--- config.mk ---
export PLATFORM = sky130hd
export DESIGN_NAME = serial_command_line_led_control_flat
export DESIGN_NICKNAME = d
export VERILOG_FILES = /design/src/rtl/scllc_pkg.sv /design/src/rtl/scllc_rx_if.sv /design/src/rtl/scllc_res_if.sv /design/src/rtl/scllc_core.sv /design/src/rtl/scllc_resq.sv /design/src/rtl/serial_command_line_led_control.sv /design/src/flat_wrapper.sv
export SDC_FILE = /design/constraint.sdc
export NUM_CORES = 1
export LEC_CHECK = 0
export ABC_AREA = 1
export BUFFER_PORTS_ARGS = -buffer_cell sky130_fd_sc_hd__buf_4
export CAP_MARGIN = 30
export CORE_MARGIN = 2
export CORE_UTILIZATION = 30
export CTS_BUF_LIST = sky130_fd_sc_hd__clkbuf_4
export CTS_CLUSTER_SIZE = 14
export DETAILED_ROUTE_END_ITERATION = 8
export GPL_TIMING_DRIVEN = 0
export HOLD_SLACK_MARGIN = 0.02
export SYNTH_ARGS = -nofsm -noshare
export SYNTH_HDL_FRONTEND = slang
export SYNTH_SLANG_ARGS = --single-unit
export TNS_END_PERCENT = 1
--- constraint.sdc ---
create_clock -name clk_i -period 2.7 [get_ports clk_i]
set_clock_uncertainty 0.05 [all_clocks]
set_input_delay 0.27 -clock clk_i [delete_from_list [all_inputs] [get_ports clk_i]]
set_output_delay 0.27 -clock clk_i [all_outputs]
set_load 0.02 [all_outputs]
--- src/rtl/scllc_pkg.sv ---
// ----------------------------------------------------------------------------
// scllc_pkg
// Shared types, constants and command tables for the serial command-line
// LED control block.
// ----------------------------------------------------------------------------
package scllc_pkg;

  localparam int unsigned LineDepth = 10;
  localparam int unsigned FillW     = $clog2(LineDepth);

  localparam int unsigned CmdCount  = 7;
  localparam int unsigned CmdMaxLen = 8;
  localparam int unsigned HelpCmd   = 6;

  localparam logic [7:0] ChCr = 8'h0D;
  localparam logic [7:0] ChBs = 8'h08;

  // Result queue sizing (depth must be a power of two)
  localparam int unsigned ResQDepth = 4;
  localparam int unsigned ResQPtrW  = $clog2(ResQDepth);
  localparam int unsigned ResQCntW  = $clog2(ResQDepth + 1);

  typedef enum logic [2:0] {
    KindEcho   = 3'd0,
    KindErase  = 3'd1,
    KindAccept = 3'd2,
    KindReject = 3'd3,
    KindHelp   = 3'd4
  } result_kind_e;

  typedef struct packed {
    result_kind_e kind;
    logic [7:0]   echo_byte;
    logic [7:0]   led_state;
    logic         last;
  } result_t;

  // Up to two results produced by one input byte
  typedef struct packed {
    logic [1:0] num;
    result_t    first;
    result_t    second;
  } push_t;

  typedef logic [7:0] line_t [LineDepth];

  localparam logic [7:0] CmdText [CmdCount][CmdMaxLen] = '{
    '{"L", "E", "D", "7", " ", "O", "N", 8'h00},
    '{"L", "E", "D", "7", " ", "O", "F", "F"},
    '{"L", "E", "D", "6", " ", "O", "N", 8'h00},
    '{"L", "E", "D", "6", " ", "O", "F", "F"},
    '{"L", "E", "D", "5", " ", "O", "N", 8'h00},
    '{"L", "E", "D", "5", " ", "O", "F", "F"},
    '{"H", "E", "L", "P", 8'h00, 8'h00, 8'h00, 8'h00}
  };

  localparam logic [3:0] CmdLen [CmdCount] = '{
    4'd7, 4'd8, 4'd7, 4'd8, 4'd7, 4'd8, 4'd4
  };

  // LED bit touched by each LED command, and whether it sets or clears it
  localparam logic [2:0] CmdLedBit [HelpCmd] = '{
    3'd7, 3'd7, 3'd6, 3'd6, 3'd5, 3'd5
  };
  localparam logic CmdLedOn [HelpCmd] = '{
    1'b1, 1'b0, 1'b1, 1'b0, 1'b1, 1'b0
  };

  // Line matches command c: text bytes equal, then a zero byte terminates.
  function automatic logic cmd_match(line_t line, int unsigned c);
    logic m;
    m = 1'b1;
    for (int unsigned k = 0; k < CmdMaxLen; k++) begin
      if ((4'(k) < CmdLen[c]) && (line[k] != CmdText[c][k])) begin
        m = 1'b0;
      end
    end
    for (int unsigned k = 0; k <= CmdMaxLen; k++) begin
      if ((4'(k) == CmdLen[c]) && (line[k] != 8'h00)) begin
        m = 1'b0;
      end
    end
    return m;
  endfunction

endpackage

--- src/rtl/scllc_rx_if.sv ---
// ----------------------------------------------------------------------------
// scllc_rx_if
// Received-byte channel: valid/ready handshake with one raw byte.
// ----------------------------------------------------------------------------
interface scllc_rx_if;
  logic       valid;
  logic       ready;
  logic [7:0] rx_byte;

  modport source (output valid, output rx_byte, input ready);
  modport sink   (input valid, input rx_byte, output ready);
endinterface

--- src/rtl/scllc_res_if.sv ---
// ----------------------------------------------------------------------------
// scllc_res_if
// Result channel: valid/ready handshake with kind, echo byte, LED state and last-result flag.
// ----------------------------------------------------------------------------
interface scllc_res_if;
  import scllc_pkg::*;

  logic         valid;
  logic         ready;
  result_kind_e result_kind;
  logic [7:0]   echo_byte;
  logic [7:0]   led_state;
  logic         last_result;

  modport source (output valid, output result_kind, output echo_byte,
                  output led_state, output last_result, input ready);
  modport sink   (input valid, input result_kind, input echo_byte,
                  input led_state, input last_result, output ready);
endinterface

--- src/rtl/scllc_core.sv ---
// ----------------------------------------------------------------------------
// scllc_core
// Line buffer, fill count and LED register; decodes one accepted byte per
// cycle into zero, one or two results.
// ----------------------------------------------------------------------------
module scllc_core (
  input  logic              clk_i,
  input  logic              rst_ni,
  input  logic              acc_i,
  input  logic [7:0]        rx_byte_i,
  output scllc_pkg::push_t  push_o
);
  import scllc_pkg::*;

  line_t            line_q, line_d;
  logic [FillW-1:0] fill_q, fill_d;
  logic [7:0]       led_q, led_d;

  logic [CmdCount-1:0] hit;
  logic [FillW:0]      fill_inc;
  result_kind_e        cr_kind;

  always_comb begin
    for (int unsigned c = 0; c < CmdCount; c++) begin
      hit[c] = cmd_match(line_q, c);
    end
  end

  assign fill_inc = {1'b0, fill_q} + {{FillW{1'b0}}, 1'b1};

  always_comb begin
    line_d  = line_q;
    fill_d  = fill_q;
    led_d   = led_q;
    cr_kind = KindReject;
    push_o  = '0;

    if (acc_i) begin
      if (rx_byte_i == ChCr) begin
        for (int unsigned c = 0; c < HelpCmd; c++) begin
          if (hit[c]) begin
            led_d[CmdLedBit[c]] = CmdLedOn[c];
          end
        end
        priority if (hit[HelpCmd]) begin
          cr_kind = KindHelp;
        end else if (|hit[HelpCmd-1:0]) begin
          cr_kind = KindAccept;
        end else begin
          cr_kind = KindReject;
        end
        for (int unsigned i = 0; i < LineDepth; i++) begin
          line_d[i] = 8'h00;
        end
        fill_d       = '0;
        push_o.num   = 2'd1;
        push_o.first = '{kind: cr_kind, echo_byte: 8'h00, led_state: led_d, last: 1'b1};
      end else if (rx_byte_i == ChBs) begin
        // Backspace on an empty line gives no result
        if (fill_q != '0) begin
          fill_d         = fill_q - {{(FillW-1){1'b0}}, 1'b1};
          line_d[fill_d] = 8'h00;
          push_o.num     = 2'd1;
          push_o.first   = '{kind: KindErase, echo_byte: 8'h00, led_state: led_q,
                             last: 1'b1};
        end
      end else begin
        line_d[fill_q] = rx_byte_i;
        if (fill_inc >= (FillW+1)'(LineDepth)) begin
          // Line overflow: echo, then reject and drop the line
          for (int unsigned i = 0; i < LineDepth; i++) begin
            line_d[i] = 8'h00;
          end
          fill_d        = '0;
          push_o.num    = 2'd2;
          push_o.first  = '{kind: KindEcho, echo_byte: rx_byte_i, led_state: led_q,
                            last: 1'b0};
          push_o.second = '{kind: KindReject, echo_byte: 8'h00, led_state: led_q,
                            last: 1'b1};
        end else begin
          fill_d       = fill_inc[FillW-1:0];
          push_o.num   = 2'd1;
          push_o.first = '{kind: KindEcho, echo_byte: rx_byte_i, led_state: led_q,
                           last: 1'b1};
        end
      end
    end
  end

  always_ff @(posedge clk_i or negedge rst_ni) begin
    if (!rst_ni) begin
      for (int unsigned i = 0; i < LineDepth; i++) begin
        line_q[i] <= 8'h00;
      end
      fill_q <= '0;
      led_q  <= 8'h00;
    end else begin
      line_q <= line_d;
      fill_q <= fill_d;
      led_q  <= led_d;
    end
  end

  a_fill_in_range: assert property (@(posedge clk_i) disable iff (!rst_ni)
    fill_q < FillW'(LineDepth))
    else $error("fill count reached line depth");

  a_cr_clears_line: assert property (@(posedge clk_i) disable iff (!rst_ni)
    (acc_i && rx_byte_i == ChCr) |=> (fill_q == '0 && line_q[0] == 8'h00))
    else $error("line not cleared after carriage return");

  a_led_only_on_cr: assert property (@(posedge clk_i) disable iff (!rst_ni)
    !(acc_i && rx_byte_i == ChCr) |=> $stable(led_q))
    else $error("LED register changed without a command");

  a_two_only_on_overflow: assert property (@(posedge clk_i) disable iff (!rst_ni)
    (push_o.num == 2'd2) |-> (acc_i && fill_inc >= (FillW+1)'(LineDepth)))
    else $error("second result without line overflow");

endmodule

--- src/rtl/scllc_resq.sv ---
// ----------------------------------------------------------------------------
// scllc_resq
// Result queue: takes one or two results per cycle, hands out one per
// transaction on the result channel.
// ----------------------------------------------------------------------------
module scllc_resq (
  input  logic               clk_i,
  input  logic               rst_ni,
  input  scllc_pkg::push_t   push_i,
  output logic               in_ready_o,
  output logic               out_valid_o,
  input  logic               out_ready_i,
  output scllc_pkg::result_t out_res_o
);
  import scllc_pkg::*;

  result_t              mem_q [ResQDepth];
  logic [ResQPtrW-1:0]  wr_q, rd_q;
  logic [ResQCntW-1:0]  cnt_q;
  logic                 pop;
  logic [ResQPtrW-1:0]  wr_next;

  assign pop         = out_valid_o && out_ready_i;
  assign out_valid_o = (cnt_q != '0);
  assign out_res_o   = mem_q[rd_q];
  // Room for a worst-case pair regardless of what leaves this cycle
  assign in_ready_o  = (cnt_q <= ResQCntW'(ResQDepth - 2));
  assign wr_next     = wr_q + {{(ResQPtrW-1){1'b0}}, 1'b1};

  always_ff @(posedge clk_i) begin
    if (push_i.num != 2'd0) begin
      mem_q[wr_q] <= push_i.first;
    end
    if (push_i.num == 2'd2) begin
      mem_q[wr_next] <= push_i.second;
    end
  end

  always_ff @(posedge clk_i or negedge rst_ni) begin
    if (!rst_ni) begin
      wr_q  <= '0;
      rd_q  <= '0;
      cnt_q <= '0;
    end else begin
      wr_q  <= wr_q + ResQPtrW'(push_i.num);
      rd_q  <= rd_q + ResQPtrW'(pop);
      cnt_q <= cnt_q + ResQCntW'(push_i.num) - ResQCntW'(pop);
    end
  end

  a_cnt_bound: assert property (@(posedge clk_i) disable iff (!rst_ni)
    cnt_q <= ResQCntW'(ResQDepth))
    else $error("result queue overflow");

  a_push_needs_room: assert property (@(posedge clk_i) disable iff (!rst_ni)
    (push_i.num != 2'd0) |-> in_ready_o)
    else $error("push while queue lacks room");

  a_pair_order: assert property (@(posedge clk_i) disable iff (!rst_ni)
    (push_i.num == 2'd2) |-> (!push_i.first.last && push_i.second.last))
    else $error("result pair marks wrong last result");

endmodule

--- src/rtl/serial_command_line_led_control.sv ---
// ----------------------------------------------------------------------------
// serial_command_line_led_control
// Serial command-line front end that drives LED bits 7..5.
// ----------------------------------------------------------------------------
// One received byte is taken per clock cycle while the result queue has room
// and is decoded in the same cycle against the line buffer; its results go
// into a four-entry result queue, so the byte channel keeps flowing while up
// to two results wait on the result channel. The queue sets the rate: a byte is
// accepted whenever at most two entries are held, and a byte that overflows
// the ten-byte line (echo plus rejection) takes two result transactions. A
// backspace on an empty line yields no result.
module serial_command_line_led_control (
  input  logic               clk_i,
  input  logic               rst_ni,
  scllc_rx_if.sink           rx_i,
  scllc_res_if.source        res_o
);
  import scllc_pkg::*;

  push_t   push;
  result_t out_res;
  logic    acc;

  assign acc = rx_i.valid && rx_i.ready;

  scllc_core u_core (
    .clk_i     (clk_i),
    .rst_ni    (rst_ni),
    .acc_i     (acc),
    .rx_byte_i (rx_i.rx_byte),
    .push_o    (push)
  );

  scllc_resq u_resq (
    .clk_i       (clk_i),
    .rst_ni      (rst_ni),
    .push_i      (push),
    .in_ready_o  (rx_i.ready),
    .out_valid_o (res_o.valid),
    .out_ready_i (res_o.ready),
    .out_res_o   (out_res)
  );

  assign res_o.result_kind = out_res.kind;
  assign res_o.echo_byte   = out_res.echo_byte;
  assign res_o.led_state   = out_res.led_state;
  assign res_o.last_result = out_res.last;

endmodule

--- src/flat_wrapper.sv ---
// flat-port wrapper written by rule: the top's interface ports become plain ports
module serial_command_line_led_control_flat import scllc_pkg::*;
  (clk_i, rst_ni, rx_i_valid, rx_i_rx_byte, rx_i_ready, res_o_valid, res_o_result_kind, res_o_echo_byte, res_o_led_state, res_o_last_result, res_o_ready);
  scllc_rx_if rx_i_i ();
  scllc_res_if res_o_i ();
  input  logic clk_i;
  input  logic rst_ni;
  input wire logic [$bits(rx_i_i.valid)-1:0] rx_i_valid;
  input wire logic [$bits(rx_i_i.rx_byte)-1:0] rx_i_rx_byte;
  output wire logic [$bits(rx_i_i.ready)-1:0] rx_i_ready;
  output wire logic [$bits(res_o_i.valid)-1:0] res_o_valid;
  output wire logic [$bits(res_o_i.result_kind)-1:0] res_o_result_kind;
  output wire logic [$bits(res_o_i.echo_byte)-1:0] res_o_echo_byte;
  output wire logic [$bits(res_o_i.led_state)-1:0] res_o_led_state;
  output wire logic [$bits(res_o_i.last_result)-1:0] res_o_last_result;
  input wire logic [$bits(res_o_i.ready)-1:0] res_o_ready;
  assign rx_i_i.valid = rx_i_valid;
  assign rx_i_i.rx_byte = rx_i_rx_byte;
  assign rx_i_ready = rx_i_i.ready;
  assign res_o_valid = res_o_i.valid;
  assign res_o_result_kind = res_o_i.result_kind;
  assign res_o_echo_byte = res_o_i.echo_byte;
  assign res_o_led_state = res_o_i.led_state;
  assign res_o_last_result = res_o_i.last_result;
  assign res_o_i.ready = res_o_ready;
  serial_command_line_led_control u_core (.clk_i(clk_i), .rst_ni(rst_ni), .rx_i(rx_i_i), .res_o(res_o_i));
endmodule
======== Word-level counts from Yosys, hierarchy flattened ========
Memories as Yosys holds them, arrays and structs flattened.
Index checks and enable logic that the tools add are counted.
word-level totals
  memory bits (read-only) ................. 0
  output and inout bits ................... 22
  memory bits (writable) .................. 80
  bits of input ports ..................... 12
  memories kept ........................... 1
  word-level logic and storage cells ...... 129
  register bits ........................... 94
  bits in latches ......................... 0
cells by class
  bitwise gates (word level) .............. 4
  reduce and logical (&&, ||, !) cells .... 13
  magnitude comparators ................... 6
  multiplexer cells ....................... 65
  add/subtract/negate cells ............... 7
  $mul .................................... 0
  divide/modulo/power cells ............... 0
  equal/unequal tests ..................... 18
  shift operators ......................... 0
memories
  name                 words  bits a word  rd ports  clocked after memory_dff  wr ports  RTL line          RTL
  u_core.u_resq.mem_q  4      20           1         0                         2         scllc_resq.sv:17  result_t mem_q [ResQDepth];
operators with widths
  kind                   count
  $mux W80               4
  $and A80 B80 Y80       1
  $bwmux W80             1
  $ne A8 B7 Y1 const B   10
  $not A80 Y80           1
  $mux W22               3
  $demux W8 S4           2
  $mux W19               3
  $mux W1                43
  $mux W42               1
  $ne A8 B6 Y1 const B   4
  $reduce_bool A8 Y1     3
  $mux W21               1
  $eq A8 B4 Y1 const B   2
  $mux W4                4
  $mux W8                2
  $ge A5 B5 Y1 const B   2
  $lt A5 B1 Y1 const B   2
  $not A4 Y5             2
  $reduce_or A6 Y1       1
  $add A4 B1 Y5 const B  1
  $ge A5 B4 Y1 const B   1
  $logic_and A1 B1 Y1    4
  $reduce_and A2 Y1      2
  other kinds (13)       13

======== Longest topological paths before layout ========
Gate-level depths: netlist (run 1).
  word-level depth ........................ 18
  depth in mapped cells ................... 13
  depth with buffers taken out ............ 13

======== Cells and area by module ========
Synthesis (run 1) repeated with hierarchy kept, for this count alone.
unflattened totals
  cell total of the unflattened synthesis .. 1250
  area, all modules ....................... 9756.9 µm²
by module, submodules not included
  module                           instances  area an instance (µm²)  seq. area each (µm²)  cells each
  scllc_core                       1          5181.2                  1976.9                780
  scllc_resq                       1          4568.1                  2577.5                468
  serial_command_line_led_control  1          7.5                     0.0                   2

======== Least setup slack after synthesis (run 1) ========
OpenSTA, ideal clock, no wires.
  kind .................................... flip-flop to flip-flop
  start ................................... register u_core.u_resq.cnt_q[1]
  end ..................................... register u_core.u_resq.cnt_q[2]
  setup time .............................. 123 ps
  setup slack ............................. 21 ps
  data arrival time ....................... 2506 ps
  path buffers ............................ 0
  data required time ...................... 2527 ps
  period minus slack after synthesis ...... 2679 ps
  cell stages (with the launch flop) ...... 12
  cell sequence ........................... dfrtp_1 -> a21oi_1 -> nand2_1 -> inv_2 -> o21ai_4 -> inv_2 -> nand2_1 -> ha_1 -> inv_1 -> ha_1 -> fa_1 -> xnor2_1
on the way
  word-level cells in the longest chain between the ends .. 5
  elaborated cells on any way between the ends .. 7
  those cells by class .................... add/sub: 2; order compare: 1; mux: 1; reduce/logical: 3
RTL lines
  item                    RTL line                               RTL
  from (decl)             scllc_resq.sv:19                       logic [ResQCntW-1:0] cnt_q;
  from (signal assigned)  scllc_resq.sv:47                       cnt_q <= cnt_q + ResQCntW'(push_i.num) - ResQCntW'(pop);
  $le A3 B2 Y1            scllc_resq.sv:27                       assign in_ready_o = (cnt_q <= ResQCntW'(ResQDepth - 2));
  net rx_i_ready          flat_wrapper.sv:10                     output wire logic [$bits(rx_i_i.ready)-1:0] rx_i_ready;
  $logic_and A1 B1 Y1     serial_command_line_led_control.sv:24  assign acc = rx_i.valid && rx_i.ready;
  $mux W42                scllc_core.sv:38                       if (acc_i) begin
  $add A3 B2 Y3           scllc_resq.sv:47
  $sub A3 B1 Y3           scllc_resq.sv:47
The timed path passes the listed nets, and every way through them passes these cells.
A chain may end at the register's enable or synchronous reset.

======== Final worst setup path (run 1) ========
  start ................................... register u_core.u_core.fill_q[1]
  end ..................................... register u_core.u_resq.cnt_q[2]
on the way
  word-level cells in the longest chain between the ends .. 8
  elaborated cells on any way between the ends .. 10
  those cells by class .................... add/sub: 3; order compare: 1; mux: 5; reduce/logical: 1
RTL lines
  item                    RTL line          RTL
  from (decl)             scllc_core.sv:16  logic [FillW-1:0] fill_q, fill_d;
  from (signal assigned)  scllc_core.sv:99  fill_q <= fill_d;
  $add A4 B1 Y5           scllc_core.sv:29  assign fill_inc = {1'b0, fill_q} + {{FillW{1'b0}}, 1'b1};
  $ge A5 B4 Y1            scllc_core.sv:69  if (fill_inc >= (FillW+1)'(LineDepth)) begin
  $mux W22                scllc_core.sv:69
  $mux W22 (*)            scllc_core.sv:58  end else if (rx_byte_i == ChBs) begin
  $mux W22 (*)            scllc_core.sv:39  if (rx_byte_i == ChCr) begin
  $mux W42 (*)            scllc_core.sv:38
  $add A3 B2 Y3 (*)       scllc_resq.sv:47
  $sub A3 B1 Y3 (*)       scllc_resq.sv:47
Every way passes the cells marked *; elsewhere a longest branch is shown, timed or not.

==> results of run 1 <==
## routing by layer
metal / vias up / track usage / wire [um]
li1: 3193 / - / -
met1: 3062 / 0.2123 / 9354
met2: 175 / 0.2739 / 9550
met3: 18 / 0.03247 / 1132
met4: 0 / 0.03767 / 223
met5: - / 0 / 0
## per-stage QoR
stage                      TNS, ns  hold slack (ns)  std cells  worst slack, ns
after floorplan                  0         -0.07559        960          0.02121
after global placement     -0.5047           0.3805       1312          -0.2558
after detailed placement   -0.5695           0.1826       1313          -0.2670
after CTS                  -0.1487          0.08980       1349          -0.1122
after global routing      -0.06968           0.1005       1352         -0.06368
final                            0          0.09713       1352          0.05669
## critical path, cell delays in order (launching register included)
cell and delay, ns:
dfrtp_2 0.48, ha_4 0.20, or2_1 0.23, nand2_1 0.08
nand2_1 0.06, nand2_2 0.12, o21ai_4 0.09, nand2_2 0.11
nand2_4 0.09, ha_1 0.28, inv_1 0.04, ha_1 0.19
fa_1 0.38, xnor2_1 0.13
## logic make-up (layout without fill, tap and decap cells)
logic type / Yosys count / after routing / synth area share
buffers and inverters: 129 / 196 / 0.07103
other: 1 / 6 / 0.0005129
AO/OA/AOI/OAI: 129 / 129 / 0.1070
adder cells (fa/ha/maj): 12 / 12 / 0.02156
XOR/XNOR: 8 / 8 / 0.009585
AND/OR/NAND/NOR: 531 / 531 / 0.2988
flip-flops: 146 / 146 / 0.4915
## synth_stat cells, types with 8 or more instances
master    number  share of area
nand2_1      339           0.17
nor2_1       103          0.053
nand4_1       16          0.014
o21ai_0       55          0.038
a21oi_1       19          0.013
buf_2         10         0.0068
ha_1          11          0.019
nand2_2        8         0.0068
o22ai_1       16          0.014
inv_1         85          0.044
nand3_1       42          0.029
dfxtp_1       36          0.099
o211ai_1      28          0.029
edfxtp_1      24          0.099
nor2_2        10         0.0086
clkbuf_1      21          0.011
dfrtp_1       86           0.29
## how the worst min path moves through the flow
stage | start | cells past startpoint | to | slack [ns]
6_report | rst_ni | 2 | u_core.u_core.line_q[21] | 0.1
3_3_place_gp | u_core.u_resq.mem_q[1][19] | 2 | u_core.u_resq.mem_q[1][19] | 0.38
3_5_place_dp | rst_ni | 1 | u_core.u_core.line_q[64] | 0.18
4_1_cts | rx_i_rx_byte[1] | 4 | u_core.u_core.led_q[7] | 0.09
2_1_floorplan | rst_ni | 0 | u_core.u_core.fill_q[0] | -0.08
5_1_grt | rst_ni | 2 | u_core.u_core.line_q[64] | 0.10
## what timing repair did
action,4_1_cts,5_1_grt
endpoints found under the hold margin,86,0
hold buffers,1,0
setup buffers,3,2
endpoints found under the setup margin,13,38
pin swaps,2,1
gates resized for setup,3,17
## state kept, by name, summed over array words and instances (netlist names)
signal,flops
u_core.u_resq.mem_q,60
u_core.u_resq.rd_q,2
u_core.u_core.line_q,72
u_core.u_core.fill_q,4
u_core.u_core.led_q,3
u_core.u_resq.cnt_q,3
u_core.u_resq.wr_q,2
## cell type report
cell class	count	area, um2	share of cell area
Sequential cell	146	3595	0.4286
Multi-Input combinational cell	685	3261	0.3888
Tap cell	324	405.4	0.04834
Inverter	92	347.8	0.04147
Timing Repair Buffer	35	285.3	0.03401
Clock inverter	15	183.9	0.02193
Buffer	37	178.9	0.02133
Clock buffer	17	127.6	0.01522
Antenna cell	1	2.502	0.0002984
## power by group
| part | leakage, nW | internal (mW) | total, mW | switching, mW |
|---|---|---|---|---|
| Clock | 0.151 | 0.647 | 1.53 | 0.885 |
| Sequential | 1.70 | 2.97 | 3.39 | 0.427 |
| Combinational | 2.17 | 1.38 | 3.92 | 2.54 |
| Total | 4.02 | 5.00 | 8.85 | 3.85 |
==> metrics.yaml, run 1 <==
crit_type: "register to register"
avgSynthCellArea_um2: 7.647
drtIter0Drc: 441
layout-drive-gt1-share: 0.1266
cp-end-kind: "register"
yosys_warnings: 0
cp-endpoint: "u_core.u_resq.cnt_q[2]"
layout_commonest_cell: "nand2_1"
yosysSeqAreaShare: 0.4915
synth-async-reset-ratio: 0.5890
nNetsFinal: 1038
r2r_start: "u_core.u_core.fill_q[1]"
rr_endpoint: "u_core.u_resq.cnt_q[2]"
crit_path_start: "u_core.u_core.fill_q[1]"
clock_sinks: 146
avgRoutedWirePerCell_um: 14.99
io_pins: 34
synth_seq_cells: 146
setup_viol: 0
routabilityCongestion: 0.8976
numPortBuffers: 28
drt-total-wl_um: 20260
hold_path_class: "input pin to async pin"
cellLeakagePower_nw: 4.017
cts_tree: "built"
vias: 6448
period_share: 0.9790
critPathLaunchType: "register"
fp.dieW_um: 160.1
syn_area_um2: 7311
firstDrtPassIters: 7
design_area_um2: 8387
reg2reg_slack_ns: 0.06
max_cap_viol_count: 0
peakVddDrop_mv: 0.4424
total_power_mw: 8.848
run_status: "finished clean"
grt_setup_unrepaired: "yes"
path_clk_slew_ns: 0.13
synth-main-ff-cell: "dfrtp_1"
hold_violations: 0
grt_pass1_vias: 6164
initial_utilization: 0.3033
overflow: 0
avgViaCountPerCell: 4.769
timing.fmax_mhz: 378.3
cp_max_fo: 6
row_count: 57
synth_edf_count: 24
cp.required_ns: 3.14
grt_max_degree: 59
relSlewSlack: 0.4026
r2r_cells: 13
grt_antenna_before_repair: 1
dieHeight_um: 160.1
clockBufferDepth: 2
syn_inst: 956
post_dp_cell_area_um2: 7969
area_growth_syn_to_layout_pct: 14.72
track_usage: 0.1613
ant_nets: 0
utilization: 0.3479
critical_path_arrival_ns: 3.08
finalCriticalPeriod_ns: 2.643
tightest_slew_ns: 0.8961
layout_common_cells: "nand2_1, nor2_1, dfrtp_1"
clock-root-buffer: "clkbuf_4"
fillCellCount: 2567
core-area_um2: 24110
hpwl_um: 14180
yosys.cell_types.count: 40
power_density_nw_per_um2: 1055
clk_latency_ns: 0.58
drc: 0
slew_viol_final: 0
die_area_um2: 25630
grt_pass1_wl_um: 32500
h-tree-depth: 4
cts_made_buffers: 17
No activity file was read; power rests on OpenSTA's default activity.
==> inputs of run 2 (changes only) <==
Settings changed: BUFFER_PORTS_ARGS -buffer_cell sky130_fd_sc_hd__buf_4 to -buffer_cell sky130_fd_sc_hd__buf_2.
==> run 2 against run 1 <==
Combinational power down 3%. Core utilization decreased by 0.23 points. Global-route usage rose by 0.096 points. Routed wire length fell by 0.34%. Clock power up 3%. Critical path depth fell by 8. First-iteration DRC count is 25% higher. Sequential share of layout area up 0.30 points. Non-clock buffer count unchanged. Sequential power is essentially flat. Cell area shrank 0.66%. Total power decreased by 0.92%. Critical path type is now register to output port. Largest power group unchanged.
==> metrics.yaml, run 2 (same netlist as run 1, synthesis figures left out) <==
clockBufferDepth: 2  # unchanged
layout_commonest_cell: "nand2_1"
crit_chain: "inv_1, clkbuf_1, o21ai_0, o22ai_1, buf_2"
cp.required_ns: 2.38  # -0.76 ns
routabilityCongestion: 0.9058  # +0.91%
cp-end-kind: "output port"
drc: 0  # unchanged
path_clk_slew_ns: 0.13  # about the same
die_area_um2: 25630  # unchanged
relSlewSlack: 0.3752  # -0.02738
period_share: 0.9582  # -0.02079
ant_nets: 0  # unchanged
nNetsFinal: 1038  # unchanged
power_density_nw_per_um2: 1052  # -0.27%
numPortBuffers: 28  # unchanged
vias: 6371  # -1.2%
grt_setup_unrepaired: "yes"
clk_latency_ns: 0.58  # about the same
setup_viol: 0  # unchanged
firstDrtPassIters: 5  # -2
drtIter0Drc: 550  # +25%
crit_type: "register to output port"
max_cap_viol_count: 0  # unchanged
io_pins: 34  # unchanged
slew_viol_final: 0  # unchanged
largest_reg_flops: 72  # unchanged
critPathBufInv: 3  # +2
whs_ns: 0.1346  # +0.03748 ns
timing.fmax_mhz: 386.5  # +2.2%
top_register: "u_core.u_core.line_q"
finalCriticalPeriod_ns: 2.587  # -0.05614 ns
layout_common_cells: "nand2_1, nor2_1, dfrtp_1"
critPathLaunchType: "register"
h-tree-depth: 4  # unchanged
hpwl_um: 14080  # -0.73%
cp_slowest_stage_delay_ns: 0.47  # about the same
clock-root-buffer: "clkbuf_4"
grt_max_degree: 54  # -8.5%
layout-drive-gt1-share: 0.1266  # unchanged
cts_made_buffers: 17  # unchanged
overflow: 0  # unchanged
clock_sinks: 146  # unchanged
final.setup.worst_slack_ns: 0.1128  # +0.05614 ns
fp.dieW_um: 160.1  # unchanged
dieHeight_um: 160.1  # unchanged
grt_pass1_vias: 6099  # -1.1%
row_count: 57  # unchanged
tightest_slew_ns: 0.9372  # +0.04107 ns
critical_path_arrival_ns: 2.27  # -0.81 ns
grt_pass1_wl_um: 32550  # +0.15%
run_status: "finished clean"
avgRoutedWirePerCell_um: 14.93  # -0.34%
initial_utilization: 0.3033  # unchanged
design_area_um2: 8332  # -0.66%
slowest_stage: "clkbuf_1"
core-area_um2: 24110  # unchanged
drt-total-wl_um: 20190  # -0.34%
cellLeakagePower_nw: 4.005  # -0.31%
pre_cts_ws_ns: -0.2371  # +0.02992 ns
peakVddDrop_mv: 0.3993  # -9.7%
hold_violations: 0  # unchanged
path_delay_family: "buffers and inverters"
post_dp_cell_area_um2: 7901  # -0.85%
area_growth_syn_to_layout_pct: 13.97
cp_max_fo: 10  # +4
track_usage: 0.1623  # +0.0009621
multi_input_area_um2: 3253  # -0.23%
cts_tree: "built"
reg.largest.list: "u_core.u_core.line_q: 72 flops, u_core.u_resq.mem_q: 60 flops, u_core.u_core.fill_q: 4 flops"
avgViaCountPerCell: 4.712  # -1.2%
fillCellCount: 2600  # +1.3%
regArea_um2: 3596  # about the same
grt_antenna_before_repair: 1  # unchanged
hold_path_class: "input pin to async pin"
run 2: area by class of cell:
| cell class | instances | share of cell area |
|---|---|---|
| clock inverter | 14 | 0.02253 |
| antenna | 1 | 0.0003003 |
| clock buffer | 18 | 0.01622 |
| buffer | 37 | 0.02178 |
| timing repair buffer | 35 | 0.02613 |
| multi-input combinational | 685 | 0.3904 |
| inverter | 92 | 0.04235 |
| sequential | 146 | 0.4316 |
| tap | 324 | 0.04866 |
run 2: stage by stage:
step,utilization,setup TNS (ns),power [mW],cells
CTS,0.3421,-0.05385,8.671,1346
global placement,0.3265,-0.4077,7.012,1312
detailed placement,0.3278,-0.4511,7.091,1313
finish,0.3456,0,8.766,1352
floorplan,-,0,5.971,960
global route,0.3456,-0.04057,9.441,1352
run 2: what timing repair did:
| item | in CTS | in global routing |
|---|---|---|
| setup buffers | 0 | 5 |
| setup endpoints to repair | 12 | 34 |
| hold buffers | 1 | 0 |
| pin swaps | 1 | 4 |
| endpoints found under the hold margin | 42 | 0 |
| resized for setup | 6 | 18 |
run 2: path summary, 6_finish.rpt:
check	end	cells past startpoint	start	slack [ns]
max in group asynchronous	u_core.u_core.line_q[50]	3	rst_ni	1.83
worst min register to register	u_core.u_resq.mem_q[1][12]	2	u_core.u_resq.mem_q[1][12]	0.40
worst min-delay path	u_core.u_core.line_q[19]	2	rst_ni	0.13
min in group clk_i	u_core.u_core.led_q[7]	4	rx_i_rx_byte[1]	0.16
worst max-delay path	res_o_echo_byte[1]	5	u_core.u_resq.rd_q[0]	0.11
worst max register to register	u_core.u_resq.cnt_q[1]	12	u_core.u_core.fill_q[0]	0.16
run 2: power breakdown:
part	internal [mW]	total [mW]	switching, mW
clock	0.739	1.57	0.834
combinational	1.26	3.80	2.54
sequential	2.97	3.39	0.425
total	4.97	8.77	3.79
run 2: routing by layer:
metal  vias up  track usage  wire length, um
met5         -            0                0
met4         0      0.05324              286
met3        21      0.02857             1014
met2       171       0.2643             9420
met1      2984       0.2194             9470
li1       3195            -                -
